--- config.mk ---
export PLATFORM = sky130hd
export DESIGN_NAME = samp_cordic_cell
export DESIGN_NICKNAME = d
export VERILOG_FILES = /design/src/design/samp_pkg.sv /design/src/design/samp_cordic_cell.sv
export SDC_FILE = /design/constraint.sdc
export NUM_CORES = 1
export LEC_CHECK = 0
export BUFFER_PORTS_ARGS = -buffer_cell sky130_fd_sc_hd__buf_2
export CAP_MARGIN = 40
export CORE_AREA = 2 2 225 183
export DETAILED_ROUTE_END_ITERATION = 8
export DIE_AREA = 0 0 227 185
export GPL_TIMING_DRIVEN = 0
export PLACE_DENSITY = 0.6
export SYNTH_ARGS = -nofsm -noshare
export SYNTH_HDL_FRONTEND = slang
export SYNTH_SLANG_ARGS = --single-unit
--- constraint.sdc ---
create_clock -name clk -period 10.75 [get_ports clk]
set_input_delay 0.5375 -clock clk [delete_from_list [all_inputs] [get_ports clk]]
set_output_delay 0.5375 -clock clk [all_outputs]
set_load 0.03 [all_outputs]
--- src/design/samp_pkg.sv ---
package samp_pkg;

  localparam int SineSteps = 16;
  localparam int DivSteps  = 32;

  localparam logic [31:0] K2pi  = 32'hA2F9836E;
  localparam logic [31:0] PihQ30 = 32'd1686629713;
  localparam logic [31:0] PiQ30  = 32'd3373259426;
  localparam logic [31:0] IpiQ32 = 32'd1367130551;
  localparam logic signed [33:0] GainQ30 = 34'sd652032874;

  localparam logic [1:0] PhAccel  = 2'd0;
  localparam logic [1:0] PhCruise = 2'd1;
  localparam logic [1:0] PhDecel  = 2'd2;
  localparam logic [1:0] PhDone   = 2'd3;

  localparam logic [1:0] RegLength = 2'd0;
  localparam logic [1:0] RegSpeed  = 2'd1;
  localparam logic [1:0] RegAccel  = 2'd2;

  // arctangent table in signed Q3.30
  function automatic logic signed [33:0] atan_q30(input logic [4:0] i);
    logic signed [33:0] r;
    case (i)
      5'd0: r = 34'sd843314857;
      5'd1: r = 34'sd497837829;
      5'd2: r = 34'sd263043837;
      5'd3: r = 34'sd133525159;
      5'd4: r = 34'sd67021687;
      5'd5: r = 34'sd33543516;
      5'd6: r = 34'sd16775851;
      5'd7: r = 34'sd8388437;
      5'd8: r = 34'sd4194283;
      5'd9: r = 34'sd2097149;
      default: r = 34'sd1 <<< (5'd30 - i);
    endcase
    return r;
  endfunction

  // one pipeline token of the sample path
  typedef struct packed {
    logic        vld;
    logic [1:0]  ph;
    logic [33:0] num;   // elapsed time in the sine phase, or t - t1 when cruising
    logic [31:0] t;
    logic [31:0] base;  // distance to add at the end
  } tok_t;

  // one step of the per-sample divider f = u*2^32/t1
  typedef struct packed {
    tok_t        tk;
    logic [33:0] rem;
    logic [32:0] quo;
  } div_t;

  typedef struct packed {
    tok_t               tk;
    logic signed [33:0] x;
    logic signed [33:0] y;
    logic signed [33:0] z;
  } cor_t;

endpackage

--- src/design/samp_cordic_cell.sv ---
// one rotation step, shift index given by the cell position
module samp_cordic_cell (
  input  logic           clk,
  input  logic           rst,
  input  logic [4:0]     idx,
  input  samp_pkg::cor_t din,
  output samp_pkg::cor_t dout
);
  logic signed [33:0] dx, dy, a;
  samp_pkg::cor_t nxt;

  always_comb begin
    dx = din.y >>> idx;
    dy = din.x >>> idx;
    a  = samp_pkg::atan_q30(idx);
    nxt = din;
    if (!din.z[33]) begin
      nxt.x = din.x - dx;
      nxt.y = din.y + dy;
      nxt.z = din.z - a;
    end else begin
      nxt.x = din.x + dx;
      nxt.y = din.y - dy;
      nxt.z = din.z + a;
    end
  end

  always_ff @(posedge clk) begin
    if (rst) begin
      dout.tk.vld <= 1'b0;
    end else begin
      dout.tk.vld <= din.tk.vld;
    end
    dout.tk.ph   <= nxt.tk.ph;
    dout.tk.num  <= nxt.tk.num;
    dout.tk.t    <= nxt.tk.t;
    dout.tk.base <= nxt.tk.base;
    dout.x       <= nxt.x;
    dout.y       <= nxt.y;
    dout.z       <= nxt.z;
  end
endmodule

==> results list <==
- Result of the run: completed
- Clock buffer count from CTS: 22
- Final sum of negative setup slack: 0 ns
- The total area inside the core boundary comes to 39,970 µm².
* Achievable Freq: 121.3 MHz
- The number of antenna violations at the first check in global routing came to 3.
* Count of buffers added by post-CTS timing repair for setup: 0
- Initial core utilization: 40.36%
- Most numerous cell in the Yosys netlist: dfxtp_1
- DR pass1 iterations: 5
- Row cnt: 66
- For this run the aggregate overflow at the end of global routing stands at 0.
* Post-synthesis sequential element count: slightly above 200
* DP Wirelength: 58.54 mm
- Measured against its own limit, the worst slew margin works out to between 30% and 40%.
- The analysis attributes to cell leakage a power of between 8 and 9 nW.
* Number of synthesized flops with an enable pin: 0
- After layout, the worst path uses between 70% and 80% of the clock period.
* Worst hold path depth: 1
* Vias in the first global route: 16,120
* Pins Over Slew Limit: 0
- In the routed layout, each cell is associated on average with a via count of approximately 6.1.
- Setup repair after global routing left no endpoint under its margin.
- Via count: about 17,000
* Count of input and output buffers: between 400 and 500
- Total routed wirelength: around 73 mm
- Post-detailed-route count of antenna-violating nets: 0
* Yosys top cell area share: between 20% and 30%
- After layout, the worst setup slack is 2.505 ns.
- After clock tree synthesis, the clock-pin slew on the worst setup and hold paths is around 0.060 ns.
- For hold timing, the worst endpoint is dout[132].
- Summed over all instances, the cell type with the most area after synthesis is dfxtp_1.
- First-pass GRT wire length: between 100 and 150 mm
* DRC violations left: 0
- Setup violations remaining at the end of the flow were counted as 0.
- The root buffer cell chosen for the clock tree is clkbuf_16.
* Placed Cells: roughly 2,800
- Dividing the detail-routed wire length by the instance count gives approximately 26 µm.
* Floorplan die area: ~42,000 µm²
- Post-CTS sizing: 0
* Flip-flop cell with the highest count after synthesis: dfxtp_1
* Fraction of layout instances using a drive strength above 1: between 20% and 30%
* Yosys synthesis warning count: 0
* Syn_nets: between 2,000 and 2,500
- Type of element launching the critical path: primary input
- For this design the ratio of total power to cell area is about 180 nW/µm².
- No sink is reached through more buffers than the 3 on the longest clock path.
- Max-cap violations in this run came to 0.
- The path class of the tightest hold or removal check is in -> reg.
- Delay of the slowest cell on the worst path: about 0.74 ns
* Maximum number of pins on one net before global-route repair: 15
- The largest registers in the layout are dout (203).
- Gate Count Post-Synth: about 1,800
- By area the synthesized netlist is led by dfxtp_1 (25%), ha_1 (8.1%), mux4_2 (7.3%).
* # hold bufs at CTS: 0
- Worst slack after detailed placement: 2.274 ns
- Hold slack final: about 0.058 ns
* Seq/Total Area, Yosys: around a quarter
* Proportion of synthesized flip-flops having asynchronous set or reset: 0%
- At the worst endpoint, the required time is roughly 11 ns.
- In this run the cell area measured after placement is around 19,000 µm².
- Filler-free cell count of the finished design: approximately 2,800
- Post-route cell area: roughly 20,000 µm²
- Global routing used around a third of the available tracks.
* Nets@finish: around 2,600
- Across the VDD grid, the largest voltage drop is around 210 µV.
* Filler Cells Inserted: between 3,000 and 4,000
* CP Data Arrival Time: between 8 and 9 ns
- The register with the most flip-flops in the layout has between 200 and 250 of them.
* Total Power Consumption: between 3 and 4 mW
- During I/O placement, the number of pins put on the boundary was between 400 and 500.
- CTS built an H-tree with a depth of 1.
* Number of sinks driven by the clock tree: roughly 200
- For the pin with the worst max-slew slack, the measured transition is between 1 and 1.5 ns.
- TritonCTS built the clock tree.
- Maximum fanout along the worst path: 10
* Crit path kind: in -> reg
* Die X: roughly 230 µm
- In this run the mean area of a mapped cell was about 8.9 µm².
- Number of different library cells in the post-synthesis netlist: 87
* Total count of hold-check failures in the final report: 0
- The startpoint identified for the worst hold timing path is din[132].
- Leading post-synthesis cells by instance count: dfxtp_1 (203), a21oi_1 (182), nor2_1 (132)
* Post-synthesis to final-layout area growth: 22.15%
- After the first detailed-routing iteration, the DRC count stood at 1,740.
- Cell at the slowest stage of the critical path: buf_1
- The worst path in the final design needs a cycle of about 8.2 ns, including I/O delays and setup.
- Mapped cell area: between 15,000 and 20,000 µm²
- STA classifies the critical path endpoint as a flip-flop.
* Share of the core filled with cells in the final layout: approximately half
- Final weighted congestion in routability-driven placement: around 1.0
- The die is ~190 µm tall.
- dout holds more flip-flops than any other register.
==> worst max-delay path, delay by kind of cell <==
kind                       cells  cell delay, ns
AOI/OAI and AO/OA              9            1.85
xor gates and xnor gates       2            0.32
adders and majority gates      2            0.72
buffers and inverters          9            3.29
and+or+nand+nor                7            2.02
==> cell families after synthesis <==
| group | synth area share (%) |
|---|---|
| buf+inv | 4.895 |
| flops | 25.19 |
| mux | 14.85 |
| simple gates | 14.39 |
| fa+ha+maj | 8.439 |
| compound gates | 22.29 |
| xor+xnor | 9.936 |
==> power breakdown <==
part,total [mW],switching (mW),internal (mW)
clock network,0.776,0.330,0.447
logic,1.75,1.15,0.599
registers,0.984,0.0422,0.942
total,3.51,1.52,1.99
==> area by class of cell <==
type / count / area, µm² / share of cell area, %
Clock inverter: 12 / 135.1 / 0.6858
Antenna cell: 2 / 5.005 / 0.02540
Sequential cell: 203 / 4064 / 20.62
Clock buffer: 27 / 599.3 / 3.042
Tap cell: 544 / 680.7 / 3.454
Multi-Input combinational cell: 1462 / 11280 / 57.23
Buffer: 95 / 590.6 / 2.997
Inverter: 53 / 198.9 / 1.010
Timing Repair Buffer: 420 / 2153 / 10.93
==> how the worst max path moves through the flow <==
stage	from	end	slack, ns
after floorplan	idx[2]	dout[33]	4.46
after global placement	idx[2]	dout[33]	2.20
after detailed placement	idx[2]	dout[33]	2.27
after CTS	idx[2]	dout[33]	2.85
after global routing	idx[2]	dout[33]	2.21
final	idx[2]	dout[33]	2.50
==> cell usage in the layout (no fill, tap or decap), drive strengths merged, types with 7 or more instances in the layout <==
master / netlist / routed
buf: 58 / 478
dfxtp: 203 / 203
a21oi: 183 / 183
nor2: 132 / 132
nand2: 124 / 124
xnor2: 122 / 122
ha: 104 / 104
o21ai: 75 / 75
mux4: 68 / 68
clkbuf: 37 / 64
xor2: 61 / 61
a21o: 56 / 56
inv: 52 / 53
mux2i: 41 / 41
mux2: 35 / 35
nand3: 34 / 34
a31oi: 30 / 30
nor3: 30 / 30
o22ai: 29 / 29
nand2b: 26 / 26
and3: 24 / 24
and2: 23 / 23
nor2b: 21 / 21
a211oi: 18 / 18
o211ai: 17 / 17
a211o: 13 / 13
o21bai: 13 / 13
or3: 12 / 12
a221oi: 12 / 12
o21a: 11 / 11
or2: 10 / 10
a22oi: 9 / 9
nor3b: 9 / 9
nand4: 9 / 9
o221ai: 9 / 9
nor4: 9 / 9
a21boi: 7 / 7
==> routing by layer <==
metal / vias up / wire, µm / part of all wire [%] / global-route usage (%)
met5: - / 0 / 0 / 0
met4: 0 / 3640 / 5.0 / 14.01
met3: 217 / 8188 / 11 / 8.661
met2: 1068 / 31540 / 43 / 52.49
met1: 8162 / 29200 / 40 / 42.51
li1: 7657 / - / - / -
Power figures use the tool's default switching activity.
