### src/design/samp_pkg.sv
package samp_pkg;

  localparam int SineSteps = 16;
  localparam int DivSteps  = 32;

  localparam logic [31:0] K2pi  = 32'hA2F9836E;
  localparam logic [31:0] PihQ30 = 32'd1686629713;
  localparam logic [31:0] PiQ30  = 32'd3373259426;
  localparam logic [31:0] IpiQ32 = 32'd1367130551;
  localparam logic signed [33:0] GainQ30 = 34'sd652032874;

  localparam logic [1:0] PhAccel  = 2'd0;
  localparam logic [1:0] PhCruise = 2'd1;
  localparam logic [1:0] PhDecel  = 2'd2;
  localparam logic [1:0] PhDone   = 2'd3;

  localparam logic [1:0] RegLength = 2'd0;
  localparam logic [1:0] RegSpeed  = 2'd1;
  localparam logic [1:0] RegAccel  = 2'd2;

  // arctangent table in signed Q3.30
  function automatic logic signed [33:0] atan_q30(input logic [4:0] i);
    logic signed [33:0] r;
    case (i)
      5'd0: r = 34'sd843314857;
      5'd1: r = 34'sd497837829;
      5'd2: r = 34'sd263043837;
      5'd3: r = 34'sd133525159;
      5'd4: r = 34'sd67021687;
      5'd5: r = 34'sd33543516;
      5'd6: r = 34'sd16775851;
      5'd7: r = 34'sd8388437;
      5'd8: r = 34'sd4194283;
      5'd9: r = 34'sd2097149;
      default: r = 34'sd1 <<< (5'd30 - i);
    endcase
    return r;
  endfunction

  // one pipeline token of the sample path
  typedef struct packed {
    logic        vld;
    logic [1:0]  ph;
    logic [33:0] num;   // elapsed time in the sine phase, or t - t1 when cruising
    logic [31:0] t;
    logic [31:0] base;  // distance to add at the end
  } tok_t;

  // one step of the per-sample divider f = u*2^32/t1
  typedef struct packed {
    tok_t        tk;
    logic [33:0] rem;
    logic [32:0] quo;
  } div_t;

  typedef struct packed {
    tok_t               tk;
    logic signed [33:0] x;
    logic signed [33:0] y;
    logic signed [33:0] z;
  } cor_t;

endpackage

### src/design/samp_div_cell.sv
// one restoring step of u*2^32 / t1
module samp_div_cell (
  input  logic              clk,
  input  logic              rst,
  input  logic [33:0]       t1,
  input  samp_pkg::div_t    din,
  output samp_pkg::div_t    dout
);
  logic [34:0] trial;
  samp_pkg::div_t nxt;

  always_comb begin
    nxt = din;
    trial = {din.rem, 1'b0} - {1'b0, t1};
    if (!trial[34]) begin
      nxt.rem = trial[33:0];
      nxt.quo = {din.quo[31:0], 1'b1};
    end else begin
      nxt.rem = {din.rem[32:0], 1'b0};
      nxt.quo = {din.quo[31:0], 1'b0};
    end
  end

  always_ff @(posedge clk) begin
    if (rst) begin
      dout.tk.vld <= 1'b0;
    end else begin
      dout.tk.vld <= din.tk.vld;
    end
    dout.tk.ph   <= nxt.tk.ph;
    dout.tk.num  <= nxt.tk.num;
    dout.tk.t    <= nxt.tk.t;
    dout.tk.base <= nxt.tk.base;
    dout.rem     <= nxt.rem;
    dout.quo     <= nxt.quo;
  end
endmodule

### config.mk
export PLATFORM = sky130hd
export DESIGN_NAME = samp_div_cell
export DESIGN_NICKNAME = d
export VERILOG_FILES = /design/src/design/samp_pkg.sv /design/src/design/samp_div_cell.sv
export SDC_FILE = /design/constraint.sdc
export NUM_CORES = 1
export LEC_CHECK = 0
export ABC_CLOCK_PERIOD_IN_PS = 7800
export BUFFER_PORTS_ARGS = -buffer_cell sky130_fd_sc_hd__buf_2
export CELL_PAD_IN_SITES_DETAIL_PLACEMENT = 1
export CELL_PAD_IN_SITES_GLOBAL_PLACEMENT = 1
export CORE_MARGIN = 4
export CORE_UTILIZATION = 30
export CTS_CLUSTER_SIZE = 30
export DETAILED_ROUTE_END_ITERATION = 7
export GPL_TIMING_DRIVEN = 0
export PLACE_DENSITY = 0.79
export SYNTH_ARGS = -nofsm -noshare
export SYNTH_HDL_FRONTEND = slang
export SYNTH_SLANG_ARGS = --single-unit
### constraint.sdc
create_clock -name clk -period 7.8 [get_ports clk]
set_input_delay 0.78 -clock clk [delete_from_list [all_inputs] [get_ports clk]]
set_output_delay 0.78 -clock clk [all_outputs]
set_load 0.01 [all_outputs]
==> results of run 1 <==
## stage by stage
stage	utilization (%)	std cells	power [mW]
after floorplan	-	493	1.18
after global placement	42.5	1092	1.37
after detailed placement	42.5	1092	1.38
after CTS	45.8	1124	2.25
after global routing	45.9	1127	2.33
final	45.9	1131	2.22
## worst min-delay path by stage
stage	end	slack, ps	cells past startpoint
4_1_cts	dout[104]	430	1
3_5_place_dp	dout[69]	880	1
5_1_grt	dout[166]	420	1
3_3_place_gp	dout[68]	880	1
2_1_floorplan	dout[100]	810	0
6_report	dout[1]	450	1
## per-layer routing
metal / up-vias / GRT usage [%]
met5: - / 0
met4: 0 / 8.28
met3: 30 / 7.52
met2: 195 / 34.9
met1: 2437 / 26.1
li1: 2460 / -
## cells in the final DEF, fill, tap and decap left out, drive strengths merged, types with 3 or more instances in the layout
| master | instances |
|---|---|
| o21ai | 38 |
| nand2b | 4 |
| nor2 | 9 |
| a21o | 16 |
| ha | 33 |
| nor2b | 8 |
| o21bai | 4 |
| o211ai | 3 |
| a31oi | 4 |
| and2 | 3 |
| nand3 | 4 |
| dfxtp | 168 |
| o31ai | 3 |
| a21oi | 34 |
| xnor2 | 14 |
| nand2 | 43 |
| xor2 | 18 |
| o21a | 3 |
| buf | 375 |
| and3 | 4 |
| inv | 49 |
| a211oi | 3 |
| clkbuf | 21 |
| clkinv | 3 |
| diode | 7 |
| o31a | 3 |
| mux2 | 3 |
## critical path, cell delays in order
cell	delay, ps
buf_2	130
fa_1	450
nand2b_1	180
a21oi_1	230
o21ai_2	160
o31ai_4	410
a21oi_4	130
o21ai_2	240
a221oi_2	110
xor2_1	230
buf_6	180
mux2_2	330
a211o_1	260
## kinds of logic after synthesis
logic type	Yosys count	synth area share [%]
AO/OA/AOI/OAI	125	15.0
multiplexers	3	0.680
AND/OR/NAND/NOR	82	6.85
flip-flops	168	61.0
buffers and inverters	49	3.58
XOR/XNOR	32	5.08
adder cells (fa/ha/maj)	34	7.85
## where the power goes
group	switching [mW]	internal, mW
registers	0.0218	0.936
clock network	0.400	0.461
logic	0.228	0.175
total	0.649	1.57
## area by class of cell
type	count	area [sq um]
plain buffers	9	47.5
multi-input cells	276	1960
clock buffers	17	425
diodes	7	17.5
flip-flops and latches	168	3360
well taps	229	287
fillers	2190	9750
inverters	40	150
clock inverters	15	176
repair buffers	370	1850
==> impl_metrics.py, run 1 <==
metrics = {
    "synth": {
        "ys_types": 51,
        "syn_nets": 731,
        "synth-seq-cells": 168,
        "yosys-top-cells-count": "dfxtp_1 (168), nand2_1 (43), inv_1 (39), o21ai_0 (36)",
        "yosysTopAreaCell": "dfxtp_1",
        "synth_seq_area_share_pct": 61.0,
        "yosysMostFrequentCell": "dfxtp_1",
        "synth_top_area_share_pct": 61.0,
        "synth_area_sq_um": 5520,
        "yosysWarnings": 0,
        "ys.flop_type": "dfxtp_1",
        "synthCells": 493,
        "synth_edf_count": 0,
        "synthTopCellsByArea": "dfxtp_1 (61%), ha_1 (7.5%), o21ai_0 (3.3%)",
        "synth-async-reset-ratio_pct": 0,
        "avgSynthCellArea_sq_um": 11.2,
    },
    "clock_tree": {
        "cts_max_level": 4,
        "cts_setup_buffers": 0,
        "clock-sinks": 168,
        "cts_buffers": 17,
        "path_clk_slew_ps": 80,
        "cts_tree": "yes",
        "ctsHoldBuffers": 0,
        "clock-root-buffer": "clkbuf_16",
        "cts_buffer_depth": 2,
        "cts_resized": 0,
    },
    "layout": {
        "drive_above_1_share_pct": 47.5,
        "regMostFlops": "dout",
        "reg_top3": "dout: 168 flops",
        "layout.nets": 1120,
        "fin_area_sq_um": 8280,
        "syn_to_final_growth_pct": 50.0,
        "largest_register_ffs": 168,
    },
    "drt": {
        "drc": 0,
        "highest_layer": "met4",
        "post_drt_wl_per_cell_microns": 20.7,
        "wl_met2_microns": 11300,
        "drt_iter0_drc": 204,
        "via_per_inst": 4.53,
        "dr.pass1.iters": 4,
        "vias": 5122,
        "wl_met1_microns": 9330,
        "ant_nets": 0,
        "wirelength_microns": 23400,
        "wl_met3_microns": 2160,
    },
    "setup_path": {
        "cp-end-kind": "register",
        "worstSetupStartpoint": "t1[0]",
        "crit_fanout": 10,
        "cp-endpoint": "dout[66]",
        "cp-start-kind": "primary input",
        "required_ps": 8110,
        "crit_type": "in -> reg",
        "crit_arrival_ps": 3820,
    },
    "die": {
        "die_x_microns": 144,
        "pin_count": 372,
        "core_sq_um": 18000,
        "die_h_microns": 144,
        "num_rows": 49,
        "start_util_pct": 30.6,
        "fp.dieArea_sq_um": 20600,
    },
    "timing": {
        "post-route-min-period_ps": 3510,
        "fmax_mhz": 285,
        "relSlewSlack_pct": 64.5,
        "hold_violations": 0,
        "layout_setup_ws_ps": 4290,
        "grt_setup_unrepaired": "no",
        "worst_slew_pin_slew_ps": 533,
        "whs_ps": 451,
        "tns_ps": 0,
        "setup_viol": 0,
        "period_share_pct": 45.0,
        "maxSlewViolCount": 0,
    },
    "place": {
        "placed_cell_area_sq_um": 7660,
        "portBuffers": 370,
        "gp_congestion": 0.893,
        "dp_worst_setup_slack_ps": 3830,
        "dp_hpwl_microns": 19700,
    },
    "power": {
        "ir_worst_vdd_mv": 0.186,
        "power_density_nw_per_um2": 268,
        "p_leak_nw": 4.32,
    },
    "min_path": {
        "hp-class": "in -> reg",
        "hold_start": "din[0]",
    },
    "global_route": {
        "grt_pass1_vias": 5327,
        "grt_max_degree": 19,
        "grt_usage_pct": 21.4,
        "gr-total-overflow": 0,
        "antenna_found_initial": 8,
        "grt_pass1_wl_microns": 32500,
    },
    "run": {
        "drv_cap": 0,
    },
    "run_status": {
        "outcome": "complete, no violations",
    },
}
No activity file was read; power rests on OpenSTA's default activity.
==> inputs of run 2 (changes only) <==
--- a/config.mk
+++ b/config.mk
@@ -5,7 +5,7 @@
 export SDC_FILE = /design/constraint.sdc
 export NUM_CORES = 1
 export LEC_CHECK = 0
-export ABC_CLOCK_PERIOD_IN_PS = 7800
+export ABC_CLOCK_PERIOD_IN_PS = 3450
 export BUFFER_PORTS_ARGS = -buffer_cell sky130_fd_sc_hd__buf_2
 export CELL_PAD_IN_SITES_DETAIL_PLACEMENT = 1
 export CELL_PAD_IN_SITES_GLOBAL_PLACEMENT = 1
==> constraint.sdc (replaced) <==
create_clock -name clk -period 3.45 [get_ports clk]
set_input_delay 0.345 -clock clk [delete_from_list [all_inputs] [get_ports clk]]
set_output_delay 0.345 -clock clk [all_outputs]
set_load 0.01 [all_outputs]
==> impl_metrics.py, run 2 (synthesis gave the netlist of run 1 again) <==
metrics = {
    "run_status": {
        "outcome": "complete, no violations",
    },
    "die": {
        "pin_count": 372,
        "core_sq_um": 18000,
        "die_h_microns": 144,
        "fp.dieArea_sq_um": 20600,
        "die_x_microns": 144,
        "start_util_pct": 30.6,
        "num_rows": 49,
    },
    "global_route": {
        "grt_pass1_vias": 5341,
        "grt_usage_pct": 21.5,
        "grt_max_degree": 19,
        "antenna_found_initial": 6,
        "grt_pass1_wl_microns": 32600,
        "gr-total-overflow": 0,
    },
    "timing": {
        "period_share_pct": 89.1,
        "whs_ps": 17.7,
        "relSlewSlack_pct": 64.5,
        "fmax_mhz": 325,
        "setup_viol": 0,
        "worst_slew_pin_slew_ps": 533,
        "tns_ps": 0,
        "maxSlewViolCount": 0,
        "post-route-min-period_ps": 3070,
        "layout_setup_ws_ps": 376,
        "hold_violations": 0,
        "grt_setup_unrepaired": "no",
    },
    "layout": {
        "reg_top3": "dout: 168 flops",
        "fin_util_pct": 47.1,
        "fin_area_sq_um": 8490,
        "largest_register_ffs": 168,
        "syn_to_final_growth_pct": 53.9,
        "layout.nets": 1142,
        "mostFrequentLayoutCell": "buf_2",
        "regMostFlops": "dout",
        "stdcell_count": 1151,
        "drive_above_1_share_pct": 46.3,
        "final_cell_mix": "buf_2 (374), dfxtp_1 (168), nand2_1 (43)",
        "n_fill_cell": 2172,
    },
    "setup_path": {
        "crit_family": "compound AO/OA/AOI/OAI gates",
        "cpPeakStageDelay_ps": 450,
        "crit_slowest_cell": "fa_1",
        "crit_fanout": 10,
        "crit_type": "in -> reg",
        "critPathBufInv": 2,
        "crit_arrival_ps": 3390,
        "worstSetupStartpoint": "t1[0]",
        "path_cells": "buf_2 > fa_1 > nand2b_1 > a21oi_1 > o21ai_2 > o31ai_4 > a21oi_4 > o21ai_2 > a221oi_2 > xor2_1 > buf_6 > mux2_2 > a211o_1",
        "cp-start-kind": "primary input",
        "cp-end-kind": "register",
        "crit_top_cell": "o21ai_2",
        "required_ps": 3760,
    },
    "clock_tree": {
        "path_clk_slew_ps": 70,
        "ctsHoldBuffers": 2,
        "cts_buffers": 17,
        "cts_max_level": 4,
        "clock-sinks": 168,
        "cts_resized": 0,
        "cts_setup_buffers": 0,
        "cts_tree": "yes",
        "clock-root-buffer": "clkbuf_16",
        "cts_buffer_depth": 2,
    },
    "place": {
        "placed_cell_area_sq_um": 7660,
        "dp_hpwl_microns": 19700,
        "dp_worst_setup_slack_ps": -84.8,
        "portBuffers": 370,
        "place_inst": 1092,
        "gp_congestion": 0.893,
    },
    "drt": {
        "vias": 5212,
        "via_per_inst": 4.53,
        "drc": 0,
        "wirelength_microns": 24000,
        "dr.pass1.iters": 4,
        "drt_iter0_drc": 171,
        "ant_nets": 0,
        "post_drt_wl_per_cell_microns": 20.9,
    },
    "power": {
        "power_density_nw_per_um2": 595,
        "ir_worst_vdd_mv": 0.418,
        "total_power_mw": 5.05,
        "p_leak_nw": 4.41,
    },
    "min_path": {
        "hold_depth": 1,
        "hp-class": "in -> reg",
        "holdPathEnd": "dout[1]",
        "hold_start": "din[0]",
    },
    "run": {
        "drv_cap": 0,
    },
}
==> run 2: cell types whose count changed in the layout (fill, tap and decap cells not counted) <==
cell / previous run / this run
dlygate4sd3_1: 0 / 22
diode_2: 7 / 5
==> run 2: layout make-up <==
cell class,count,area [sq um],share of cell area (%)
plain buffers,9,47.5,0.560
diodes,5,12.5,0.147
clock inverters,15,176,2.08
clock buffers,17,425,5.01
inverters,40,150,1.77
multi-input cells,276,1960,23.0
well taps,229,287,3.37
flip-flops and latches,168,3360,39.6
repair buffers,392,2070,24.4
==> run 2: worst max-delay path by stage <==
| stage | endpoint | slack, ps | cells past startpoint |
|---|---|---|---|
| 2_1_floorplan | dout[66] | 380 | 13 |
| 3_5_place_dp | dout[66] | -80 | 14 |
| 6_report | dout[66] | 380 | 13 |
| 3_3_place_gp | dout[66] | -130 | 13 |
| 5_1_grt | dout[66] | 140 | 13 |
| 4_1_cts | dout[66] | 340 | 13 |
==> run 2: power by group <==
part	internal, mW	switching (mW)
clock network	1.04	0.909
logic	0.411	0.522
registers	2.12	0.0501
total	3.57	1.48
==> run 2: routing by layer <==
metal	part of all wire (%)	track usage (%)	up-vias	routed length [microns]
met2	48	34.9	196	11600
li1	-	-	2502	-
met3	8.3	7.52	32	2000
met1	40	26.2	2482	9700
met4	2.9	8.28	0	706
met5	0	0	-	0
